<file path="config.mk">
export PLATFORM = sky130hd
export DESIGN_NAME = integer_to_text_in_base_top
export DESIGN_NICKNAME = d
export VERILOG_FILES = /design/src/hw/rtl/itb_pkg.sv /design/src/hw/rtl/integer_to_text_in_base_top.sv
export SDC_FILE = /design/constraint.sdc
export NUM_CORES = 1
export LEC_CHECK = 0
export ABC_AREA = 1
export BUFFER_PORTS_ARGS = -buffer_cell sky130_fd_sc_hd__buf_4
export CAP_MARGIN = 20
export CORE_ASPECT_RATIO = 0.6
export CORE_MARGIN = 2
export CORE_UTILIZATION = 40
export CTS_BUF_LIST = sky130_fd_sc_hd__clkbuf_16
export DETAILED_ROUTE_END_ITERATION = 6
export PLACE_DENSITY = 0.56
export SYNTH_ARGS = -nofsm -noshare
export SYNTH_HDL_FRONTEND = slang
export SYNTH_SLANG_ARGS = --single-unit
</file>
<file path="constraint.sdc">
create_clock -name clk -period 14.95 [get_ports clk]
set_input_delay 1.495 -clock clk [delete_from_list [all_inputs] [get_ports clk]]
set_output_delay 1.495 -clock clk [all_outputs]
set_load 0.02 [all_outputs]
</file>
<file path="src/hw/rtl/itb_pkg.sv">
// shared constants and the digit-to-ascii helper for the integer-to-text converter
// no dependencies; imported by integer_to_text_in_base_top
package itb_pkg;

	// fixed field widths
	localparam int IN_WIDTH    = 64;
	localparam int RADIX_W     = 6;
	localparam int CHAR_W      = 8;
	localparam int DIGIT_W     = 6;

	// design sizing
	localparam int VALUE_WIDTH = 64;
	localparam int MAX_DIGITS  = 64;

	// divider: quotient bits resolved per cycle
	localparam int BITS_PER_CYC = 8;
	localparam int DIV_CYCLES   = (VALUE_WIDTH + BITS_PER_CYC - 1) / BITS_PER_CYC;
	localparam int DIV_W        = DIV_CYCLES * BITS_PER_CYC;
	localparam int CYC_W        = (DIV_CYCLES > 1) ? $clog2(DIV_CYCLES) : 1;
	localparam int IDX_W        = $clog2(MAX_DIGITS);
	localparam int CNT_W        = $clog2(MAX_DIGITS + 1);

	// radix limits
	localparam logic [RADIX_W-1:0] RADIX_MIN = 6'd2;
	localparam logic [RADIX_W-1:0] RADIX_MAX = 6'd36;
	localparam logic [RADIX_W-1:0] RADIX_DEC = 6'd10;

	// ascii codes
	localparam logic [CHAR_W-1:0] CH_ZERO  = 8'h30;
	localparam logic [CHAR_W-1:0] CH_A     = 8'h61;
	localparam logic [CHAR_W-1:0] CH_MINUS = 8'h2D;
	localparam logic [CHAR_W-1:0] CH_NINE  = 8'h39;
	localparam logic [CHAR_W-1:0] CH_Z     = 8'h7A;

	localparam logic [DIGIT_W-1:0] DIGIT_NINE = 6'd9;
	localparam logic [DIGIT_W-1:0] DIGIT_TEN  = 6'd10;

	function automatic logic [CHAR_W-1:0] digit_char(input logic [DIGIT_W-1:0] d);
		logic [CHAR_W-1:0] c;
		if (d > DIGIT_NINE) begin
			c = CH_A + CHAR_W'(d - DIGIT_TEN);
		end else begin
			c = CH_ZERO + CHAR_W'(d);
		end
		return c;
	endfunction

endpackage

</file>
<file path="src/hw/rtl/integer_to_text_in_base_top.sv">
// integer-to-text converter: signed integer plus radix in, ascii characters out
// depends on itb_pkg (sizes, ascii codes, digit_char)

// Converts one two's-complement integer (low VALUE_WIDTH bits of value) to
// ascii text in radix 2..36 and sends it one character per output beat, most
// significant character first, with last high on the final character. Digits
// above nine are lowercase letters; zero gives the single character '0'.
// Radix below 2 acts as 2 and above 36 acts as 36. Only radix 10 prints a
// leading '-' for negative values (the magnitude is exact even for the most
// negative value); every other radix prints the raw unsigned bit pattern.
// No terminator is sent. The block takes one number at a time: in_ready is
// high only while idle, i.e. after the last character beat has been taken.
// Sequence: the number is accepted, then one shared restoring divider retires
// BITS_PER_CYC (8) quotient bits per cycle until the quotient reaches zero.
// Each digit character then passes through digit store read, character load
// and beat, and is held on any output stall; a sign beat is loaded straight
// from the divider, goes out before the digits and also waits for out_ready.
// Digits are kept in a 64 x 6 store written once per digit and read once per
// digit character; it needs no clearing after reset.
module integer_to_text_in_base_top (
	input  logic                                clk,
	input  logic                                arst_n,
	input  logic                                in_valid,
	output logic                                in_ready,
	input  logic signed [itb_pkg::IN_WIDTH-1:0] value,
	input  logic        [itb_pkg::RADIX_W-1:0]  radix,
	output logic                                out_valid,
	input  logic                                out_ready,
	output logic        [itb_pkg::CHAR_W-1:0]   character,
	output logic                                last
);
	import itb_pkg::*;

	// sequencer, one-hot
	typedef enum logic [4:0] {
		ST_IDLE = 5'b00001,
		ST_DIV  = 5'b00010,
		ST_RD   = 5'b00100,
		ST_LOAD = 5'b01000,
		ST_WAIT = 5'b10000
	} state_t;

	state_t state_q;

	// control registers
	logic [CYC_W-1:0]   cyc_q;      // divider cycle within current digit
	logic [CNT_W-1:0]   cnt_q;      // digits stored so far
	logic [IDX_W-1:0]   idx_q;      // digit being sent
	logic               sign_q;     // '-' still to send
	logic               valid_q;

	// datapath registers
	logic [DIV_W-1:0]   div_q;      // dividend shifting out, quotient shifting in
	logic [DIGIT_W-1:0] rem_q;      // partial remainder
	logic [RADIX_W-1:0] radix_q;
	logic [DIGIT_W-1:0] rd_q;       // registered store read
	logic [CHAR_W-1:0]  char_q;
	logic               last_q;

	// digit store, least significant digit at entry zero
	logic [DIGIT_W-1:0] digit_mem [MAX_DIGITS];

	// input decode
	logic [VALUE_WIDTH-1:0] pattern;
	logic [VALUE_WIDTH-1:0] magnitude;
	logic [RADIX_W-1:0]     radix_c;
	logic                   neg_dec;
	logic                   in_fire;

	// divider step results
	logic [DIV_W-1:0]   div_n;
	logic [DIGIT_W-1:0] rem_n;
	logic               cyc_last;
	logic               quo_zero;
	logic               store_full;
	logic [CNT_W-1:0]   cnt_n;
	logic [CNT_W-1:0]   top_idx;

	assign in_ready  = (state_q == ST_IDLE);
	assign in_fire   = in_valid && in_ready;
	assign out_valid = valid_q;
	assign character = char_q;
	assign last      = last_q;

	always_comb begin
		pattern = value[VALUE_WIDTH-1:0];
		if (radix < RADIX_MIN) begin
			radix_c = RADIX_MIN;
		end else if (radix > RADIX_MAX) begin
			radix_c = RADIX_MAX;
		end else begin
			radix_c = radix;
		end
		neg_dec   = pattern[VALUE_WIDTH-1] && (radix_c == RADIX_DEC);
		magnitude = neg_dec ? (~pattern + VALUE_WIDTH'(1)) : pattern;
	end

	// shared divider: BITS_PER_CYC restoring steps on a narrow remainder
	always_comb begin
		logic [DIGIT_W:0]   r;
		logic [DIV_W-1:0]   d;
		r = {1'b0, rem_q};
		d = div_q;
		for (int i = 0; i < BITS_PER_CYC; i++) begin
			r = {r[DIGIT_W-1:0], d[DIV_W-1]};
			d = {d[DIV_W-2:0], 1'b0};
			if (r >= {1'b0, radix_q}) begin
				r    = r - {1'b0, radix_q};
				d[0] = 1'b1;
			end
		end
		div_n = d;
		rem_n = r[DIGIT_W-1:0];
	end

	assign cyc_last   = (cyc_q == CYC_W'(DIV_CYCLES - 1));
	assign quo_zero   = (div_n == '0);
	assign store_full = (cnt_q >= CNT_W'(MAX_DIGITS));
	assign cnt_n      = store_full ? cnt_q : (cnt_q + CNT_W'(1));
	assign top_idx    = cnt_n - CNT_W'(1);

	// sequencer and control state
	always_ff @(posedge clk or negedge arst_n) begin
		if (!arst_n) begin
			state_q <= ST_IDLE;
			cyc_q   <= '0;
			cnt_q   <= '0;
			idx_q   <= '0;
			sign_q  <= 1'b0;
			valid_q <= 1'b0;
		end else begin
			case (state_q)
				ST_IDLE: begin
					if (in_fire) begin
						sign_q  <= neg_dec;
						cyc_q   <= '0;
						cnt_q   <= '0;
						state_q <= ST_DIV;
					end
				end
				ST_DIV: begin
					if (cyc_last) begin
						cyc_q <= '0;
						cnt_q <= cnt_n;
						idx_q <= top_idx[IDX_W-1:0];
						if (quo_zero) begin
							if (sign_q) begin
								valid_q <= 1'b1;
								state_q <= ST_WAIT;
							end else begin
								state_q <= ST_RD;
							end
						end
					end else begin
						cyc_q <= cyc_q + CYC_W'(1);
					end
				end
				ST_RD: begin
					state_q <= ST_LOAD;
				end
				ST_LOAD: begin
					valid_q <= 1'b1;
					state_q <= ST_WAIT;
				end
				ST_WAIT: begin
					if (out_ready) begin
						valid_q <= 1'b0;
						if (sign_q) begin
							sign_q  <= 1'b0;
							state_q <= ST_RD;
						end else if (idx_q == '0) begin
							state_q <= ST_IDLE;
						end else begin
							idx_q   <= idx_q - IDX_W'(1);
							state_q <= ST_RD;
						end
					end
				end
				default: begin
					state_q <= ST_IDLE;
					valid_q <= 1'b0;
				end
			endcase
		end
	end

	// datapath, no reset needed
	always_ff @(posedge clk) begin
		if (in_fire) begin
			div_q   <= DIV_W'(magnitude);
			rem_q   <= '0;
			radix_q <= radix_c;
		end else if (state_q == ST_DIV) begin
			div_q <= div_n;
			rem_q <= cyc_last ? '0 : rem_n;
		end

		// keep only the least significant digits if the store overflows
		if ((state_q == ST_DIV) && cyc_last && !store_full) begin
			digit_mem[cnt_q[IDX_W-1:0]] <= rem_n;
		end

		if (state_q == ST_RD) begin
			rd_q <= digit_mem[idx_q];
		end

		if ((state_q == ST_DIV) && cyc_last && sign_q) begin
			char_q <= CH_MINUS;
			last_q <= 1'b0;
		end else if (state_q == ST_LOAD) begin
			char_q <= digit_char(rd_q);
			last_q <= (idx_q == '0);
		end
	end

	// input and output sides never active together
	assert property (@(posedge clk) disable iff (!arst_n)
		!(in_ready && out_valid))
		else $error("in_ready while a character beat is pending");

	// final character taken returns the block to idle
	assert property (@(posedge clk) disable iff (!arst_n)
		(out_valid && out_ready && last) |=> in_ready)
		else $error("not idle after final character beat");

	// an accepted number always occupies the block
	assert property (@(posedge clk) disable iff (!arst_n)
		in_fire |=> !in_ready)
		else $error("ready right after accepting a number");

	// only digits, lowercase letters or a sign ever go out
	assert property (@(posedge clk) disable iff (!arst_n)
		out_valid |-> ((character == CH_MINUS && !last)
			|| (character >= CH_ZERO && character <= CH_NINE)
			|| (character >= CH_A && character <= CH_Z)))
		else $error("illegal character on output");

endmodule
</file>
Word-level counts from Yosys, hierarchy flattened
Memories as Yosys holds them, arrays and structs flattened. A register that Yosys moved wholly into a read port is not among the register bits.
Cells that the tools add are included.
{"block": "totals", "memories": 1, "register_bits": 108, "out_inout_bits": 11, "elab_cells": 127, "ramBits": 384, "input_bits": 74}
{"block": "classes", "addsub": 16, "n_lt_le_gt_ge": 12, "eq_ne": 14, "n_reduce_logical": 19, "n_bitwise": 2, "n_mux": 52}
{"memory": "digit_mem", "words": 64, "width": 6, "read_ports": 1, "rd_ports_with_merged_regs": 1, "wr": 1, "line": "integer_to_text_in_base_top.sv:61", "source": "logic [DIGIT_W-1:0] digit_mem [MAX_DIGITS];"}
{"cell": "$mux W64", "count": 3}
{"cell": "$mux W6", "count": 15}
{"cell": "$add A64 B1 Y64 const B", "count": 1}
{"cell": "$logic_not A64 Y1", "count": 1}
{"cell": "$not A64 Y64", "count": 1}
{"cell": "$ge A7 B6 Y1", "count": 8}
{"cell": "$sub A6 B6 Y6", "count": 8}
{"cell": "$mux W5", "count": 5}
{"cell": "$pmux W5 S5", "count": 1}
{"cell": "$mux W7", "count": 3}
{"cell": "$mux W1", "count": 15}
{"cell": "$pmux W7 S2", "count": 1}
{"cell": "$mux W3", "count": 4}
{"cell": "$ne A2 B2 Y1 const B", "count": 6}
{"cell": "$pmux W6 S2", "count": 1}
{"cell": "$sub A6 B1 Y6 const B", "count": 2}
{"cell": "$reduce_and A5 Y1", "count": 2}
{"cell": "$add A7 B8 Y8 const A", "count": 1}
{"cell": "$mux W8", "count": 1}
{"cell": "$reduce_bool A2 Y1", "count": 4}
{"cell": "$add A6 B6 Y7 const A", "count": 1}
{"cell": "$add A7 B1 Y7 const B", "count": 1}
{"cell": "$ge A7 B7 Y1 const B", "count": 1}
{"cell": "$sub A6 B4 Y7 const B", "count": 1}
{"cell": "other kinds (23)", "count": 28}

Longest topological paths before layout
Gate-level depths: netlist of the first run.
{"block": "logic_depth", "depth_word": 20, "ltp_mapped": 86, "mapped_depth_nobuf": 85}

Worst setup path before layout of the first run
No wires, ideal clock.
{"block": "synth_timing", "path_kind": "flip-flop to flip-flop", "startpoint": "register radix_q[1]", "endpoint": "memory digit_mem[0][4], data pin", "n_path_buf": 1, "setup_time_ns": 0.392, "path_stages_with_launch": 76, "t_arrival_ns": 13.057, "setup_slack_ns": 1.501, "synth_period_minus_slack_ns": 13.449, "required_time_ns": 14.558, "cell_sequence": "edfxtp_1 -> inv_1 -> ha_1 -> nand3_1 -> nand2_2 -> nand2_2 -> nand3_4 -> nand2_1 -> nand2_1 -> ha_1 -> nand2_1 -> nor2_1 -> a31oi_1 -> inv_1 -> nor2_8 -> nand3_4 -> nand2_1 -> nand2_1 -> [40 not listed] -> inv_1 -> ha_1 -> a21oi_1 -> and2_1 -> nor2_1 -> a211oi_1 -> o21a_1 -> nand3_4 -> o21ai_0 -> inv_1 -> ha_1 -> a21oi_1 -> o21bai_1 -> a21oi_1 -> o21bai_1 -> a21oi_1 -> nand2_8 -> o21ai_2"}
{"block": "synth_between", "elab_chain_cells": 16, "elab_cells_between_ends": 24, "cone_classes": "8 x add/sub; 8 x order compare; 8 x mux"}
{"element": "from (decl)", "line": "integer_to_text_in_base_top.sv:55", "source": "logic [RADIX_W-1:0] radix_q;"}
{"element": "from (signal assigned)", "line": "integer_to_text_in_base_top.sv:192", "source": "radix_q <= radix_c;"}
{"element": "$sub A6 B6 Y6 or $ge A7 B6 Y1 (tied branches)", "line": "integer_to_text_in_base_top.sv:108, integer_to_text_in_base_top.sv:107"}
{"element": "$mux W6", "line": "integer_to_text_in_base_top.sv:107", "source": "if (r >= {1'b0, radix_q}) begin"}
{"element": "$sub A6 B6 Y6 or $ge A7 B6 Y1 (tied branches)", "line": "integer_to_text_in_base_top.sv:108, integer_to_text_in_base_top.sv:107"}
{"element": "$mux W6", "line": "integer_to_text_in_base_top.sv:107"}
{"element": "$sub A6 B6 Y6 or $ge A7 B6 Y1 (tied branches)", "line": "integer_to_text_in_base_top.sv:108, integer_to_text_in_base_top.sv:107"}
{"element": "$mux W6", "line": "integer_to_text_in_base_top.sv:107"}
{"element": "$sub A6 B6 Y6 or $ge A7 B6 Y1 (tied branches)", "line": "integer_to_text_in_base_top.sv:108, integer_to_text_in_base_top.sv:107"}
{"element": "$mux W6", "line": "integer_to_text_in_base_top.sv:107"}
{"element": "$sub A6 B6 Y6 or $ge A7 B6 Y1 (tied branches)", "line": "integer_to_text_in_base_top.sv:108, integer_to_text_in_base_top.sv:107"}
{"element": "$mux W6", "line": "integer_to_text_in_base_top.sv:107"}
{"element": "$ge A7 B6 Y1 or $sub A6 B6 Y6 (tied branches)", "line": "integer_to_text_in_base_top.sv:107, integer_to_text_in_base_top.sv:108"}
{"element": "$mux W6", "line": "integer_to_text_in_base_top.sv:107"}
{"element": "$sub A6 B6 Y6 or $ge A7 B6 Y1 (tied branches)", "line": "integer_to_text_in_base_top.sv:108, integer_to_text_in_base_top.sv:107"}
{"element": "$mux W6", "line": "integer_to_text_in_base_top.sv:107"}
{"element": "$sub A6 B6 Y6 or $ge A7 B6 Y1 (tied branches)", "line": "integer_to_text_in_base_top.sv:108, integer_to_text_in_base_top.sv:107"}
{"element": "$mux W6 *", "line": "integer_to_text_in_base_top.sv:107"}
{"element": "net rem_n[4]", "line": "integer_to_text_in_base_top.sv:72", "source": "logic [DIGIT_W-1:0] rem_n;"}
{"element": "to (decl)", "line": "integer_to_text_in_base_top.sv:61"}
Mark *: on every way through the listed nets, which the timed path passes. The rest lies on a longest branch.

Worst setup path after layout of the first run
{"block": "layout_timing", "startpoint": "register radix_q[2]", "endpoint": "memory digit_mem[6][3], data pin"}
{"block": "layout_between", "elab_chain_cells": 16, "elab_cells_between_ends": 24, "cone_classes": "8 x add/sub; 8 x order compare; 8 x mux"}
{"element": "$sub A6 B6 Y6 or $ge A7 B6 Y1 (tied branches)", "line": "integer_to_text_in_base_top.sv:108, integer_to_text_in_base_top.sv:107"}
{"element": "$mux W6", "line": "integer_to_text_in_base_top.sv:107"}
{"element": "$sub A6 B6 Y6 or $ge A7 B6 Y1 (tied branches)", "line": "integer_to_text_in_base_top.sv:108, integer_to_text_in_base_top.sv:107"}
{"element": "$mux W6", "line": "integer_to_text_in_base_top.sv:107"}
{"element": "$sub A6 B6 Y6 or $ge A7 B6 Y1 (tied branches)", "line": "integer_to_text_in_base_top.sv:108, integer_to_text_in_base_top.sv:107"}
{"element": "$mux W6", "line": "integer_to_text_in_base_top.sv:107"}
{"element": "$sub A6 B6 Y6 or $ge A7 B6 Y1 (tied branches)", "line": "integer_to_text_in_base_top.sv:108, integer_to_text_in_base_top.sv:107"}
{"element": "$mux W6", "line": "integer_to_text_in_base_top.sv:107"}
{"element": "$ge A7 B6 Y1 or $sub A6 B6 Y6 (tied branches)", "line": "integer_to_text_in_base_top.sv:107, integer_to_text_in_base_top.sv:108"}
{"element": "$mux W6", "line": "integer_to_text_in_base_top.sv:107"}
{"element": "$sub A6 B6 Y6 or $ge A7 B6 Y1 (tied branches)", "line": "integer_to_text_in_base_top.sv:108, integer_to_text_in_base_top.sv:107"}
{"element": "$mux W6", "line": "integer_to_text_in_base_top.sv:107"}
{"element": "$sub A6 B6 Y6 or $ge A7 B6 Y1 (tied branches)", "line": "integer_to_text_in_base_top.sv:108, integer_to_text_in_base_top.sv:107"}
{"element": "$mux W6", "line": "integer_to_text_in_base_top.sv:107"}
{"element": "$sub A6 B6 Y6 or $ge A7 B6 Y1 (tied branches)", "line": "integer_to_text_in_base_top.sv:108, integer_to_text_in_base_top.sv:107"}
{"element": "$mux W6 *", "line": "integer_to_text_in_base_top.sv:107"}
{"element": "net rem_n[3]", "line": "integer_to_text_in_base_top.sv:72"}
Marks and branches as above.

==> results of run 1 <==
sequential cells by signal, summed over array words and instances (netlist names):
register   count
rd_q           6
digit_mem    384
state_q        5
cnt_q          7
character      8
cyc_q          3
rem_q          6
out_valid      1
idx_q          6
div_q         64
radix_q        6
last           1
sign_q         1
cell families (layout without fill, tap and decap cells):
kind of cell / count (synthesis) / in the layout / synth area share
buffers and inverters: 269 / 375 / 0.0411
multiplexers: 1 / 1 / 0.000403
adder cells (fa/ha/maj): 68 / 68 / 0.0367
flip-flops: 498 / 498 / 0.592
AND/OR/NAND/NOR: 982 / 982 / 0.176
XOR/XNOR: 96 / 96 / 0.0339
AO/OA/AOI/OAI: 514 / 514 / 0.120
per-layer routing:
layer,GRT usage,wire (µm)
met5,0,0
met3,0.0361,5200
met2,0.289,28100
met1,0.359,36700
met4,0.0413,1150
stage by stage:
stage	instance area [µm²]	util	hold slack, ns	worst slack [ns]	cells
5_1_grt	28100	0.459	0.505	0.00871	3362
2_1_floorplan	24800	-	0.449	1.50	2428
6_report	28100	0.459	0.488	1.18	3362
4_1_cts	28000	0.457	0.490	0.472	3356
3_5_place_dp	26500	0.433	0.474	0.497	3270
3_3_place_gp	26500	0.433	0.469	0.839	3270
worst max-delay path: cells and delay by family, from the launching register on:
family | cells | cell delay, ns
adders and majority gates | 8 | 2.68
buffers and inverters | 12 | 1.39
AOI/OAI and AO/OA | 27 | 5.07
DFF | 1 | 0.36
and+or+nand+nor | 32 | 3.85
timing repair:
action	CTS	global route
buffers inserted	0	6
gates resized for setup	0	10
endpoints found under the setup margin	0	396
area by class of cell:
| class | instances | share of cell area |
|---|---|---|
| clock inverter | 37 | 0.00985 |
| sequential | 498 | 0.523 |
| timing repair buffer | 123 | 0.0367 |
| clock buffer | 49 | 0.0437 |
| multi-input combinational | 1661 | 0.327 |
| tap | 828 | 0.0369 |
| inverter | 166 | 0.0224 |
cell usage after synthesis (all sizes together), types with 6 or more instances:
cell    number  area, µm²
o21ai      307       1550
clkbuf     101        379
or2         10       62.6
nand4       41        272
dfxtp       15        300
nand3      102        638
nor4        24        171
o22ai       61        382
nand2      379       1500
a31oi       10       62.6
a21oi       51        278
o221ai      40        350
edfxtp     460      13800
fa           8        160
xnor2       41        359
o211ai      10       75.1
dfrtp       22        551
inv        163        614
xor2        55        482
ha          60        751
nor2       379       1450
nor3        32        170
o21a         6       45.0
worst max-delay path by stage:
stage / from / endpoint / slack [ns] / cells past startpoint
final: radix_q[2] / digit_mem[6][3] / 1.18 / 79
after global routing: radix_q[2] / digit_mem[53][5] / 0.009 / 79
after detailed placement: radix_q[2] / digit_mem[17][5] / 0.50 / 79
after CTS: radix_q[2] / digit_mem[54][5] / 0.47 / 79
after global placement: radix_q[0] / digit_mem[58][4] / 0.84 / 76
after floorplan: radix_q[1] / digit_mem[0][4] / 1.50 / 75
==> key figures, run 1 <==
Synthesis
  – Sequential fraction of the synthesis area: 0.592
  – Asr flop ratio synth: 0.0462
  – Synthesized area: between 20000 and 25000 µm²
  – Cells after Synth: around 2400
  – Distinct cells, synth: between 60 and 70
  – Post-Syn Nets: 2570
  – Post-synth EDFFs: 460
  – Yosys warns: 0
  – Synth Area per Inst: approximately 10 µm²
  – Top FF cell, synth: edfxtp_1
  – Seq cells post-synth: between 400 and 500

STA
  – Fmax: just over 0.07 GHz
  – Clock skew: roughly 0.038 ns
  – Max Slew Vio Count: 0
  – Post-layout min period: 13.77 ns
  – Final setup vio count: 0
  – Fin crit share: 0.921
  – Worst-Margin Slew: about 1.0 ns
  – Unrepaired setup endpoints after global routing: no
  – TNS Setup: 0 ns
  – Endpoints failing hold: 0
  – Slew margin rel.: 0.317

Setup path
  – Setup slack, reg-to-reg: between 1 and 1.5 ns
  – Worst-path fanout max: 64
  – Worst Setup End Kind: flip-flop
  – CP peak stage delay: 0.38 ns
  – R2R cell count: about 80
  – FF-to-FF End: digit_mem[6][3]
  – WP data required: 15.19 ns
  – Critical Path AT: ~14 ns
  – Most frequent CP cell: nand2_1
  – RR Startpoint: radix_q[2]
  – Kind of critical path: reg -> reg
  – Startpoint class of the critical path: flip-flop
  – CP max-delay cell: a221oi_2

CTS
  – CTS tree: done
  – CTS Buf Count: 48
  – CTS Hold Bufs: 0
  – Clk root buf: clkbuf_16
  – Clk buf depth: 3
  – CTS sink cnt: ~500
  – Clock transition at path regs: 0.07 ns
  – H-tree lvl count: 2
  – Worst-skew pair later-pin latency: roughly 0.59 ns

Floorplanning
  – I/O Pins: 85
  – Starting Density: 0.406
  – Row count: 70
  – Overall die area: 64100 µm²
  – Core Area: between 60000 and 70000 µm²
  – Die H: a little under 200 µm
  – Die W: ~330 µm

Final layout
  – Most frequent cells in the layout: edfxtp_1 (460), nor2_1 (373), nand2_1 (359), o21ai_0 (291), inv_1 (166)
  – Area of the multi-input gates: around 9200 µm²
  – Diodes inserted: 0
  – Nets: about 2600
  – Register area: approximately 15000 µm²
  – Most common cell after layout, fill and taps aside: edfxtp_1
  – Fillers: approximately 5800
  – Share of cells above drive strength 1: 0.104
  – Synth-to-layout area growth: 13.1%

Min path
  – Hold depth: 1
  – Hold EP: cyc_q[0]
  – Hold Path Origin: cyc_q[0]
  – Worst min path class: reg -> reg

Flow run
  – MaxCap Viol Count: 0

GRT
  – Pin count of the biggest net entering global routing: 90
  – Number of global-route vias before repair: between 15000 and 20000
  – Global-route wire length before repair: 107000 µm
  – Tot GR Track Use: 0.216
  – Grt ovf: 0
  – Initial antenna violation count: 1

Detailed routing
  – Vias/cell: around 5.5
  – Vias: ~19000
  – Drt initial violations: 2045
  – Final wirelength: 71100 µm
  – Antenna Nets Post-Route: 0
  – DRC viols: 0
  – DR pass1 iterations: 5
  – WL/cell: 21.2 µm

Placement
  – IO Port Bufs: 84
  – GP Congestion: about 0.91
  – Post-DP HPWL: roughly 48000 µm

Outcome
  – Status: completed
Power of run 1 is not shown: default switching activity piles up to over one toggle a cycle in this logic, so the estimate is an artifact.
==> run 2, diff against run 1 <==
--- a/config.mk
+++ b/config.mk
@@ -8,12 +8,11 @@
 export ABC_AREA = 1
 export BUFFER_PORTS_ARGS = -buffer_cell sky130_fd_sc_hd__buf_4
 export CAP_MARGIN = 20
-export CORE_ASPECT_RATIO = 0.6
 export CORE_MARGIN = 2
-export CORE_UTILIZATION = 40
+export CORE_UTILIZATION = 63
 export CTS_BUF_LIST = sky130_fd_sc_hd__clkbuf_16
 export DETAILED_ROUTE_END_ITERATION = 6
-export PLACE_DENSITY = 0.56
+export PLACE_DENSITY = 0.82
 export SYNTH_ARGS = -nofsm -noshare
 export SYNTH_HDL_FRONTEND = slang
 export SYNTH_SLANG_ARGS = --single-unit
==> key figures, run 2 (synthesis gave the netlist of run 1 again) <==
Floorplanning
  – Die H: roughly 200 µm
  – Overall die area: between 40000 and 50000 µm²
  – Die W: between 200 and 250 µm
  – I/O Pins: between 80 and 90
  – Row count: a little over 70
  – Core Area: roughly 39000 µm²
  – Starting Density: 0.641

Detailed routing
  – Final wirelength: 67000 µm
  – Vias/cell: approximately 6.3
  – Vias: 19260
  – Drt initial violations: about 2400
  – DR pass1 iterations: 7
  – DRC viols: 23
  – Antenna Nets Post-Route: 0
  – WL/cell: approximately 22 µm

Placement
  – GP Congestion: approximately 0.96
  – IO Port Bufs: between 80 and 90
  – Post-DP HPWL: ~43000 µm
  – Placement Cell Area: 26100 µm²
  – Post-placement worst setup slack: between 0.4 and 0.5 ns

Final layout
  – Finished Cell Area: roughly 28000 µm²
  – Largest register FFs: approximately 380
  – Share of cells above drive strength 1: 0.103
  – Synth-to-layout area growth: 11.5%
  – Most frequent cells in the layout: edfxtp_1 (460), nor2_1 (374), nand2_1 (360), o21ai_0 (291), inv_1 (166)
  – Most common cell after layout, fill and taps aside: edfxtp_1
  – Nets: between 2000 and 3000

CTS
  – H-tree lvl count: 2
  – Worst-skew pair later-pin latency: 0.59 ns
  – Clk buf depth: 3
  – CTS sink cnt: 498
  – Clk root buf: clkbuf_16
  – CTS tree: done
  – CTS Hold Bufs: 0
  – Clock transition at path regs: about 0.060 ns
  – CTS Buf Count: between 40 and 50

STA
  – Fin crit share: 0.928
  – Worst-Margin Slew: around 1.1 ns
  – Max Slew Vio Count: 0
  – Post-layout min period: 13.88 ns
  – Final setup vio count: 0
  – Clock skew: between 0.02 and 0.025 ns
  – Final setup margin: 1.07 ns
  – TNS Setup: 0 ns
  – Fmax: 0.0721 GHz
  – Endpoints failing hold: 0
  – Slew margin rel.: 0.292

Setup path
  – Startpoint class of the critical path: flip-flop
  – Crit path max-delay family: compound AO/OA/AOI/OAI gates
  – CP peak stage delay: 0.39 ns
  – Kind of critical path: reg -> reg
  – R2R cell count: 77
  – Critical Path AT: 14.27 ns
  – Worst-path fanout max: 45
  – Worst Setup End Kind: flip-flop
  – WP data required: between 15 and 20 ns
  – Critical path depth: a little under 80
  – CP max-delay cell: ha_1
  – Most frequent CP cell: nand2_1
  – Worst Path Buf+Inv: 11

GRT
  – Number of global-route vias before repair: about 19000
  – Initial antenna violation count: 3
  – Global-route wire length before repair: between 100000 and 150000 µm
  – Pin count of the biggest net entering global routing: between 90 and 100
  – Tot GR Track Use: 0.325
  – Grt ovf: 0

Outcome
  – Status: finished, violations left
  – Violated checks: DRC

Flow run
  – MaxCap Viol Count: 0

Min path
  – Hold depth: 1
  – Worst min path class: reg -> reg
==> run 2: cell types whose count changed in the layout (fill, tap and decap cells not counted), moves of 2 or more <==
cell | previous run | this run
buf_12 | 8 | 6
buf_6 | 2 | 0
bufinv_16 | 3 | 5
clkinv_1 | 15 | 12
clkinv_2 | 6 | 11
clkinv_4 | 0 | 2
==> run 2: layout make-up <==
class	instances	area (µm²)
antenna	1	2.50
clock buffer	49	1230
clock inverter	40	329
fill	2685	11100
inverter	166	629
multi-input combinational	1662	9180
sequential	498	14700
tap	518	648
timing repair buffer	119	968
==> run 2: per-layer routing <==
layer  global-route usage  wire [µm]  part of all wire
met5                    0         13           0.00019
met3               0.0698       7760              0.12
met2                0.504      30700              0.46
met4                0.111       2220             0.033
met1                0.462      26300              0.39
==> run 2: through the flow <==
| stage | cells | hold WS [ns] | utilization |
|---|---|---|---|
| after floorplan | 2428 | 0.449 | - |
| after global placement | 2959 | 0.467 | 0.673 |
| after detailed placement | 2959 | 0.475 | 0.673 |
| after CTS | 3048 | 0.497 | 0.713 |
| after global routing | 3052 | 0.518 | 0.714 |
| final | 3053 | 0.503 | 0.715 |
==> run 2: worst paths after layout <==
check / endpoint / start / slack (ns)
min in group asynchronous: cyc_q[0] / arst_n / 0.82
worst min-delay path: state_q[3] / state_q[3] / 0.50
worst max-delay path: digit_mem[11][0] / radix_q[1] / 1.07
max in group asynchronous: state_q[0] / arst_n / 13.82
worst max register to register: digit_mem[11][0] / radix_q[1] / 1.07
worst min register to register: state_q[3] / state_q[3] / 0.50
==> run 2: timing repair <==
item | 4_1_cts | 5_1_grt
buffers inserted | 0 | 1
setup endpoints to repair | 0 | 394
resized for setup | 0 | 5
Power of run 2 is left out for the same reason.
